File: src/rtl/ipow_pkg.sv
`default_nettype none

package ipow_pkg;

  // Fixed width of the base, exponent and power fields on the ports.
  localparam int unsigned FieldW = 64;

  // Default operating width of the arithmetic.
  localparam int unsigned DefDataWidth = 64;

  typedef enum logic [2:0] {
    ST_IDLE,
    ST_LOOP,
    ST_MUL,
    ST_COMMIT,
    ST_FINISH
  } state_e;

  // Where the product of the shared multiplier goes once it is complete.
  typedef enum logic [1:0] {
    TGT_ODD,
    TGT_EVEN,
    TGT_FINAL
  } mul_tgt_e;

endpackage

`default_nettype wire

File: src/rtl/integer_power_by_squaring.sv
// Integer power by repeated squaring: power = base ** exponent mod 2^DATA_WIDTH.
// Input channel: base_i and exponent_i move in one transaction when
// in_valid_i is high and in_stall_o is low. Only the low DATA_WIDTH bits of
// each field are used. in_stall_o stays high for the whole time one
// transaction is being worked on.
// Output channel: power_o and overflow_o move when out_valid_o is high and
// out_stall_i is low. overflow_o is set when any multiplication (the final
// odd-times-even product included) had an exact product wider than
// DATA_WIDTH bits; power_o always carries the wrapped low bits.
// Sequence: with a zero exponent the block goes straight from the accept to
// the finish state. Otherwise each pass of the squaring loop runs the loop
// state and then, per multiplication, 4 partial products through one shared
// half-width multiplier, one accumulate tail and one commit; the final
// product takes the same steps, and the finish state follows it.
// Throughput: one transaction at a time; the next one is taken as soon as
// the result is parked in the output register, even if it is still stalled.
// A stalled result holds; the block waits in its finish state if a new
// result is ready while the old one is still stalled.
// Reset clears the sequencer and the output valid; a transaction in progress
// is lost, and no result is produced by reset.
`default_nettype none

module integer_power_by_squaring #(
  parameter int unsigned DATA_WIDTH = ipow_pkg::DefDataWidth
) (
  input  wire logic                        clk_i,
  input  wire logic                        rst_ni,
  input  wire logic                        in_valid_i,
  output      logic                        in_stall_o,
  input  wire logic [ipow_pkg::FieldW-1:0] base_i,
  input  wire logic [ipow_pkg::FieldW-1:0] exponent_i,
  output      logic                        out_valid_o,
  input  wire logic                        out_stall_i,
  output      logic [ipow_pkg::FieldW-1:0] power_o,
  output      logic                        overflow_o
);

  // Operands are split in two halves; each half goes through the shared
  // HalfW x HalfW multiplier.
  localparam int unsigned HalfW = (DATA_WIDTH + 1) / 2;
  localparam int unsigned ExtW  = 2 * HalfW;
  localparam int unsigned ProdW = 4 * HalfW;

  ipow_pkg::state_e   state_q, state_d;
  ipow_pkg::mul_tgt_e tgt_q, tgt_d;
  logic [2:0]         cnt_q, cnt_d;
  logic               out_valid_q, out_valid_d;

  logic [DATA_WIDTH-1:0] e_q, e_d;
  logic [DATA_WIDTH-1:0] odd_q, odd_d;
  logic [DATA_WIDTH-1:0] even_q, even_d;
  logic [DATA_WIDTH-1:0] ma_q, ma_d;
  logic [DATA_WIDTH-1:0] mb_q, mb_d;
  logic [DATA_WIDTH-1:0] res_q, res_d;
  logic [DATA_WIDTH-1:0] power_q, power_d;
  logic                  ov_q, ov_d;
  logic                  ovf_out_q, ovf_out_d;
  logic [ExtW-1:0]       pp_q, pp_d;
  logic [1:0]            pp_sh_q, pp_sh_d;
  logic [ProdW-1:0]      acc_q, acc_d;

  logic                  in_fire;
  logic                  out_fire;
  logic [ExtW-1:0]       ma_ext, mb_ext;
  logic [HalfW-1:0]      a_part, b_part;
  logic [ProdW-1:0]      pp_ext, pp_shifted;
  logic [DATA_WIDTH-1:0] prod_lo;
  logic                  prod_ovf;

  assign in_stall_o  = (state_q != ipow_pkg::ST_IDLE);
  assign in_fire     = in_valid_i && !in_stall_o;
  assign out_valid_o = out_valid_q;
  assign out_fire    = out_valid_q && !out_stall_i;
  assign power_o     = ipow_pkg::FieldW'(power_q);
  assign overflow_o  = ovf_out_q;

  // Shared multiplier datapath: partial product select and shift.
  assign ma_ext = ExtW'(ma_q);
  assign mb_ext = ExtW'(mb_q);
  assign a_part = cnt_q[1] ? ma_ext[ExtW-1:HalfW] : ma_ext[HalfW-1:0];
  assign b_part = cnt_q[0] ? mb_ext[ExtW-1:HalfW] : mb_ext[HalfW-1:0];
  assign pp_ext = ProdW'(pp_q);

  always_comb begin
    case (pp_sh_q)
      2'd0:    pp_shifted = pp_ext;
      2'd1:    pp_shifted = pp_ext << HalfW;
      default: pp_shifted = pp_ext << (2 * HalfW);
    endcase
  end

  assign prod_lo  = acc_q[DATA_WIDTH-1:0];
  assign prod_ovf = |acc_q[ProdW-1:DATA_WIDTH];

  always_comb begin
    state_d     = state_q;
    tgt_d       = tgt_q;
    cnt_d       = cnt_q;
    out_valid_d = out_valid_q;
    e_d         = e_q;
    odd_d       = odd_q;
    even_d      = even_q;
    ma_d        = ma_q;
    mb_d        = mb_q;
    res_d       = res_q;
    power_d     = power_q;
    ov_d        = ov_q;
    ovf_out_d   = ovf_out_q;
    pp_d        = pp_q;
    pp_sh_d     = pp_sh_q;
    acc_d       = acc_q;

    if (out_fire) begin
      out_valid_d = 1'b0;
    end

    unique case (state_q)
      ipow_pkg::ST_IDLE: begin
        if (in_fire) begin
          e_d    = exponent_i[DATA_WIDTH-1:0];
          odd_d  = DATA_WIDTH'(1);
          even_d = base_i[DATA_WIDTH-1:0];
          ov_d   = 1'b0;
          if (exponent_i[DATA_WIDTH-1:0] == '0) begin
            res_d   = DATA_WIDTH'(1);
            state_d = ipow_pkg::ST_FINISH;
          end else begin
            state_d = ipow_pkg::ST_LOOP;
          end
        end
      end

      ipow_pkg::ST_LOOP: begin
        // Pick the next multiplication of the square-and-multiply loop.
        cnt_d   = '0;
        acc_d   = '0;
        state_d = ipow_pkg::ST_MUL;
        if (e_q == DATA_WIDTH'(1)) begin
          ma_d  = odd_q;
          mb_d  = even_q;
          tgt_d = ipow_pkg::TGT_FINAL;
        end else if (e_q[0]) begin
          ma_d  = odd_q;
          mb_d  = even_q;
          tgt_d = ipow_pkg::TGT_ODD;
        end else begin
          ma_d  = even_q;
          mb_d  = even_q;
          tgt_d = ipow_pkg::TGT_EVEN;
        end
      end

      ipow_pkg::ST_MUL: begin
        // Steps 0..3 form a partial product; steps 1..4 add the previous one.
        if (cnt_q != 3'd4) begin
          pp_d    = ExtW'(a_part) * ExtW'(b_part);
          pp_sh_d = {1'b0, cnt_q[1]} + {1'b0, cnt_q[0]};
        end
        if (cnt_q != 3'd0) begin
          acc_d = acc_q + pp_shifted;
        end
        if (cnt_q == 3'd4) begin
          state_d = ipow_pkg::ST_COMMIT;
        end
        cnt_d = cnt_q + 3'd1;
      end

      ipow_pkg::ST_COMMIT: begin
        ov_d = ov_q | prod_ovf;
        unique case (tgt_q)
          ipow_pkg::TGT_ODD: begin
            // Odd step: fold in, drop the low bit, then square right away.
            odd_d   = prod_lo;
            e_d     = {e_q[DATA_WIDTH-1:1], 1'b0};
            ma_d    = even_q;
            mb_d    = even_q;
            tgt_d   = ipow_pkg::TGT_EVEN;
            cnt_d   = '0;
            acc_d   = '0;
            state_d = ipow_pkg::ST_MUL;
          end
          ipow_pkg::TGT_EVEN: begin
            even_d  = prod_lo;
            e_d     = e_q >> 1;
            state_d = ipow_pkg::ST_LOOP;
          end
          default: begin
            res_d   = prod_lo;
            state_d = ipow_pkg::ST_FINISH;
          end
        endcase
      end

      ipow_pkg::ST_FINISH: begin
        if (!out_valid_q || !out_stall_i) begin
          power_d     = res_q;
          ovf_out_d   = ov_q;
          out_valid_d = 1'b1;
          state_d     = ipow_pkg::ST_IDLE;
        end
      end

      default: begin
        state_d = ipow_pkg::ST_IDLE;
      end
    endcase
  end

  always_ff @(posedge clk_i or negedge rst_ni) begin
    if (!rst_ni) begin
      state_q     <= ipow_pkg::ST_IDLE;
      tgt_q       <= ipow_pkg::TGT_ODD;
      cnt_q       <= '0;
      out_valid_q <= 1'b0;
    end else begin
      state_q     <= state_d;
      tgt_q       <= tgt_d;
      cnt_q       <= cnt_d;
      out_valid_q <= out_valid_d;
    end
  end

  always_ff @(posedge clk_i) begin
    e_q       <= e_d;
    odd_q     <= odd_d;
    even_q    <= even_d;
    ma_q      <= ma_d;
    mb_q      <= mb_d;
    res_q     <= res_d;
    power_q   <= power_d;
    ov_q      <= ov_d;
    ovf_out_q <= ovf_out_d;
    pp_q      <= pp_d;
    pp_sh_q   <= pp_sh_d;
    acc_q     <= acc_d;
  end

  // The multiply step counter never runs past its accumulate tail.
  a_cnt_range: assert property (@(posedge clk_i) disable iff (!rst_ni)
    state_q == ipow_pkg::ST_MUL |-> cnt_q <= 3'd4)
    else $error("multiply step counter out of range");

  // The loop is never entered with a spent exponent.
  a_loop_exp: assert property (@(posedge clk_i) disable iff (!rst_ni)
    state_q == ipow_pkg::ST_LOOP |-> e_q != '0)
    else $error("loop pass with zero exponent");

  // A squaring is only committed on an even exponent.
  a_even_commit: assert property (@(posedge clk_i) disable iff (!rst_ni)
    (state_q == ipow_pkg::ST_COMMIT && tgt_q == ipow_pkg::TGT_EVEN) |-> !e_q[0])
    else $error("squaring committed on odd exponent");

  // An accepted transaction blocks the input on the next cycle.
  a_busy_after_accept: assert property (@(posedge clk_i) disable iff (!rst_ni)
    in_fire |=> in_stall_o)
    else $error("input not stalled after accept");

  // A new result only appears out of the finish state.
  a_out_source: assert property (@(posedge clk_i) disable iff (!rst_ni)
    $rose(out_valid_o) |-> $past(state_q == ipow_pkg::ST_FINISH))
    else $error("result raised outside finish state");

endmodule

`default_nettype wire
File: config.mk
export PLATFORM = sky130hd
export DESIGN_NAME = integer_power_by_squaring
export DESIGN_NICKNAME = d
export VERILOG_FILES = /design/src/rtl/ipow_pkg.sv /design/src/rtl/integer_power_by_squaring.sv
export SDC_FILE = /design/constraint.sdc
export NUM_CORES = 2
export LEC_CHECK = 0
export BUFFER_PORTS_ARGS = -buffer_cell sky130_fd_sc_hd__buf_2
export CAP_MARGIN = 20
export CORE_UTILIZATION = 65
export DETAILED_ROUTE_END_ITERATION = 8
export PLACE_DENSITY_LB_ADDON = 0.25
export SLEW_MARGIN = 20
export SYNTH_ARGS = -nofsm -noshare
export SYNTH_HDL_FRONTEND = slang
export SYNTH_SLANG_ARGS = --single-unit
File: constraint.sdc
create_clock -name clk_i -period 14.2 [get_ports clk_i]
set_clock_uncertainty 0.2 [all_clocks]
set_input_delay 1.42 -clock clk_i [delete_from_list [all_inputs] [get_ports clk_i]]
set_output_delay 1.42 -clock clk_i [all_outputs]
set_load 0.01 [all_outputs]
# == Yosys cells after proc, flatten, opt, wreduce, memory -nomap -nowiden ==
# Cells that the tools add are included.
# word_totals
ff_bits,653
input_bits,132
output_inout_bits,67
elab_cells,111
# classes
add_sub_neg,3
n_mul,1
eq_ne,19
n_mux,41
n_bitwise,1
reduce_logical,29
# op_table
operator,count
$pmux W64 S2,7
$mux W64,11
$pmux W128 S3,1
$mux W128,2
$pmux W128 S2,1
$add A128 B128 Y128,1
$eq A64 B1 Y1 const B,1
$logic_not A64 Y1,1
$mul A32 B32 Y64,1
$mux W32,2
$reduce_or A64 Y1,1
$ne A2 B2 Y1 const B,9
$mux W3,5
$pmux W3 S5,1
$reduce_and A3 Y1,5
$reduce_and A2 Y1,5
$pmux W3 S3,1
$reduce_bool A3 Y1,3
$reduce_and A4 Y1,2
$eq A3 B2 Y1 const B,2
$eq A3 B3 Y1 const B,2
$ne A3 B3 Y1 const B,2
$pmux W3 S2,1
$mux W1,5
15 further kinds,22

# == Longest topological paths before layout ==
# logic_depth
word_depth,5
ltp_mapped,34
depth_no_buf,30

# == Worst setup path after synthesis ==
# Ideal clock, no wire load.
# synth_timing
path_kind,reg2reg
start,reg state_q[2]
end,reg tgt_q[0]
t_arrival_ps,11009
required_ps,13872
slack_ps,2863
stages_incl_launch_ff,5
period_less_slack_ps,11337
cell_sequence,dfrtp_1 > nand3b_1 > clkbuf_1 > o31ai_1 > a22o_1
# synth_between
elab_chain_len,3
word_cells_on_any_way,6
classes_between,3 x eq/ne; 1 x mux; 2 x reduce/logical
# synth_lines
element,line_no,source
from (decl),integer_power_by_squaring.sv:44,"ipow_pkg::state_e state_q, state_d;"
from (signal assigned),integer_power_by_squaring.sv:211,state_q <= ipow_pkg::ST_IDLE;
from (signal assigned),integer_power_by_squaring.sv:216,state_q <= state_d;
$eq A3 B2 Y1 or $eq A3 B1 Y1 (tied branches),integer_power_by_squaring.sv:117,unique case (state_q)
$ne A2 B2 Y1 (no line) or $reduce_bool A2 Y1 (tied branches),--,
$reduce_and A2 Y1 (no line),--,
to (signal assigned),integer_power_by_squaring.sv:212,tgt_q <= ipow_pkg::TGT_ODD;
to (signal assigned),integer_power_by_squaring.sv:217,tgt_q <= tgt_d;
to (decl),integer_power_by_squaring.sv:45,"ipow_pkg::mul_tgt_e tgt_q, tgt_d;"
# Parallel ways exist; a longest one is shown, timed or not.
# A chain may end at the register's enable or synchronous reset.

# == Worst setup path in the final report ==
# layout_timing
start,reg cnt_q[1]
end,"reg pp_q[63], data pin"
# layout_between
elab_chain_len,2
# layout_lines
element,line_no,source
from (decl),integer_power_by_squaring.sv:46,"logic [2:0] cnt_q, cnt_d;"
from (signal assigned),integer_power_by_squaring.sv:218,cnt_q <= cnt_d;
$mux W32,integer_power_by_squaring.sv:80,assign a_part = cnt_q[1] ? ma_ext[ExtW-1:HalfW] : ma_ext[HalfW-1:0];
$mul A32 B32 Y64,integer_power_by_squaring.sv:156,pp_d = ExtW'(a_part) * ExtW'(b_part);
to (signal assigned),integer_power_by_squaring.sv:233,pp_q <= pp_d;
to (decl),integer_power_by_squaring.sv:58,"logic [ExtW-1:0] pp_q, pp_d;"
# No other way between the ends.

==> flow_summary.ini <==
[clock_network]
cts_max_path_buffers = 3
htreeDepth = 3
cts.sinks = 653
clk_latency_ns = 0.66
cts.repair.resized = 0
ctsRootBufferMaster = clkbuf_16
cts_tree = yes
numCtsBuffers = 72
cts.clk_slew.worst_paths_ns = 0.07
postCtsHoldBufs = 0
post-cts-setup-buffer-count = 0

[grt]
grt_overflow_total = 0
grt_pass1_wl_mm = 326
grt_pass1_vias = 52178
grtUsageTotal_pct = 43.5
grt_max_degree = 83
antenna_found_initial = 8

[yosys]
synth_area_mm2 = 0.0660
synth_compound_area_share_pct = 9.15
synth_fa_ha_area_share_pct = 34.6
synth_xor_area_share_pct = 2.31
yosysTopAreaCell = edfxtp_1
netlist.area_leader.share_pct = 29.3
ys_ff_latch = 653
async_flop_share_pct = 1.38
synth-edff-count = 644
avgSynthCellArea_um2 = 10.1
synth_cell_types = 90
yosysWarnings = 0
synthTopCellsByArea = edfxtp_1 29%, fa_1 27%, ha_1 7.4%
synth.top_cells.by_count = 947 x inv_1, 897 x fa_1, 857 x nor2_1, 702 x nand2_1, 644 x edfxtp_1
synthFlopType = edfxtp_1
yosysSeqAreaShare_pct = 29.6
synth_top_family_by_area = adder cells
syn_inst = 6554
synthSimpleGateAreaFrac_pct = 13.2
synthMostInstantiatedCell = inv_1
synth_fp_nets = 7975
muxShareOfSynthArea_pct = 3.68

[placed_design]
placed_area_mm2 = 0.0683
place_congestion = 1.05
numPortBuffers = 198
dp_hpwl_mm = 168

[floorplan]
dieArea_mm2 = 0.103
core_area_mm2 = 0.100
boundaryPins = 199
initial_utilization_pct = 65.8
rows = 116
die_h_um = 321
dieWidth_um = 321

[critical_path]
reg2reg_slack_ns = 4.07
r2r_cells = 27
r2r-start = cnt_q[1]
crit_path_start = cnt_q[1]
endpoint = pp_q[63]
startpoint_type = flip-flop
path_class = flip-flop to flip-flop
cp-end-kind = flip-flop
cp.arrival_ns = 10.32
r2r_end = pp_q[63]
worstPathMaxFanout = 38
required_ns = 14.38

[detailed_routing]
drt_iter0_drc = 6004
vias = 51115
drc = 0
wl_mm = 218
met2_length_mm = 96.3
met1_length_mm = 77.4
via_per_inst = 6.39
firstDrtPassIters = 7
ant_nets = 0
wl_met3_mm = 27.7
highest_layer = met5
wire_per_inst_um = 27.3

[sta]
rsz0062_at_grt = false
finalSetupTns_ns = 0
layout_worst_path_cycle_share_pct = 71.4
tightestPinTransition_ns = 1.18
period_needed_ns = 10.13
slew_viol_final = 0
relSlewSlack_pct = 19.7
hold_viol = 0
fmax_ghz = 0.0987
setup_viol = 0

[layout]
stdcell_area_mm2 = 0.0708
area.growth.synth_to_final_pct = 7.25
final_layout_size_suffix_gt1_share_pct = 9.53
design.final.nets = 7996
final_core_util_pct = 70.6
fillers = 7468

[run]
drv_cap = 0

[min_path]
hold_class = flip-flop to flip-flop

[outcome]
status = completed
[sequential cells by signal, indices dropped and copies added, names as in the netlist, 2 cells and up]
signal	flops
ma_ext	64
res_q	64
power_o	64
tgt_q	2
cnt_q	3
odd_q	64
state_q	3
acc_q	128
pp_q	64
e_q	64
mb_ext	64
even_q	64
pp_sh_q	2
[kinds of logic after synthesis]
| group | count (synthesis) |
|---|---|
| adder cells (fa/ha/maj) | 1289 |
| buffers and inverters | 1277 |
| AO/OA/AOI/OAI | 907 |
| AND/OR/NAND/NOR | 2027 |
| XOR/XNOR | 174 |
| multiplexers | 227 |
| flip-flops | 653 |
[layout by cell type, fill, tap and decap left out, types with 35 or more instances in the layout]
master     instances
inv_1            947
fa_1             897
nor2_1           856
nand2_1          700
edfxtp_1         644
ha_1             392
a21oi_1          252
buf_2            198
o21ai_0          171
a21o_1           163
and2_1           141
mux2_2           126
xnor2_1          107
nand4_1           97
buf_4             79
clkbuf_16         72
xor2_1            67
a22o_1            64
o21bai_1          60
mux2i_1           56
nor4_1            55
nor3_1            42
mux2i_2           38
nand3_1           35
[worst min-delay path by stage]
stage / endpoint / slack, ns / startpoint / cells after the start
finish: power_o[29] / 0.21 / res_q[29] / 0
global route: power_o[17] / 0.22 / res_q[17] / 0
CTS: power_o[28] / 0.22 / res_q[28] / 0
detailed placement: power_o[45] / 0.20 / res_q[45] / 0
global placement: power_o[34] / 0.20 / res_q[34] / 0
floorplan: power_o[0] / 0.20 / res_q[0] / 0
[through the flow]
| step | worst slack [ns] | hold WS (ns) | cells |
|---|---|---|---|
| after floorplan | 2.86 | 0.200 | 6554 |
| after global placement | 4.35 | 0.202 | 7858 |
| after detailed placement | 4.23 | 0.205 | 7858 |
| after CTS | 4.18 | 0.216 | 7987 |
| after global routing | 3.77 | 0.222 | 7991 |
| final | 4.07 | 0.212 | 7994 |
[routing by layer]
layer	global-route usage (%)	vias up
met2	66.4	3513
met5	0	-
met3	12.1	901
li1	-	21482
met4	26.8	4
met1	55.1	25215
[area by class of cell]
| cell class | count | area [um^2] | area share [%] |
|---|---|---|---|
| multi-input cells | 4624 | 41900 | 59.2 |
| flip-flops and latches | 653 | 19600 | 27.7 |
| inverters | 947 | 3550 | 5.02 |
| clock buffers | 81 | 1840 | 2.59 |
| well taps | 1357 | 1700 | 2.40 |
| repair buffers | 277 | 1580 | 2.24 |
| clock inverters | 48 | 606 | 0.856 |
| diodes | 7 | 17.5 | 0.0247 |
[critical path, cell delays in order, from the launching register on]
cell	delay, ns
dfrtp_4	0.86
buf_4	0.60
mux2i_4	0.79
nor2_1	0.15
fa_1	0.49
fa_1	0.44
fa_1	0.55
inv_1	0.05
fa_1	0.48
inv_1	0.05
fa_1	0.50
inv_1	0.06
fa_1	0.52
inv_1	0.05
fa_1	0.51
fa_1	0.48
ha_1	0.43
nand3_1	0.13
or2_2	0.30
a311oi_2	0.28
o31ai_2	0.13
o31ai_2	0.62
a221o_2	0.39
a21oi_2	0.10
o21ai_2	0.19
a21o_2	0.19
a311oi_2	0.10
xnor2_1	0.14
Power is not shown: default switching activity piles up to over one toggle a cycle in this logic, so the estimate is an artifact.
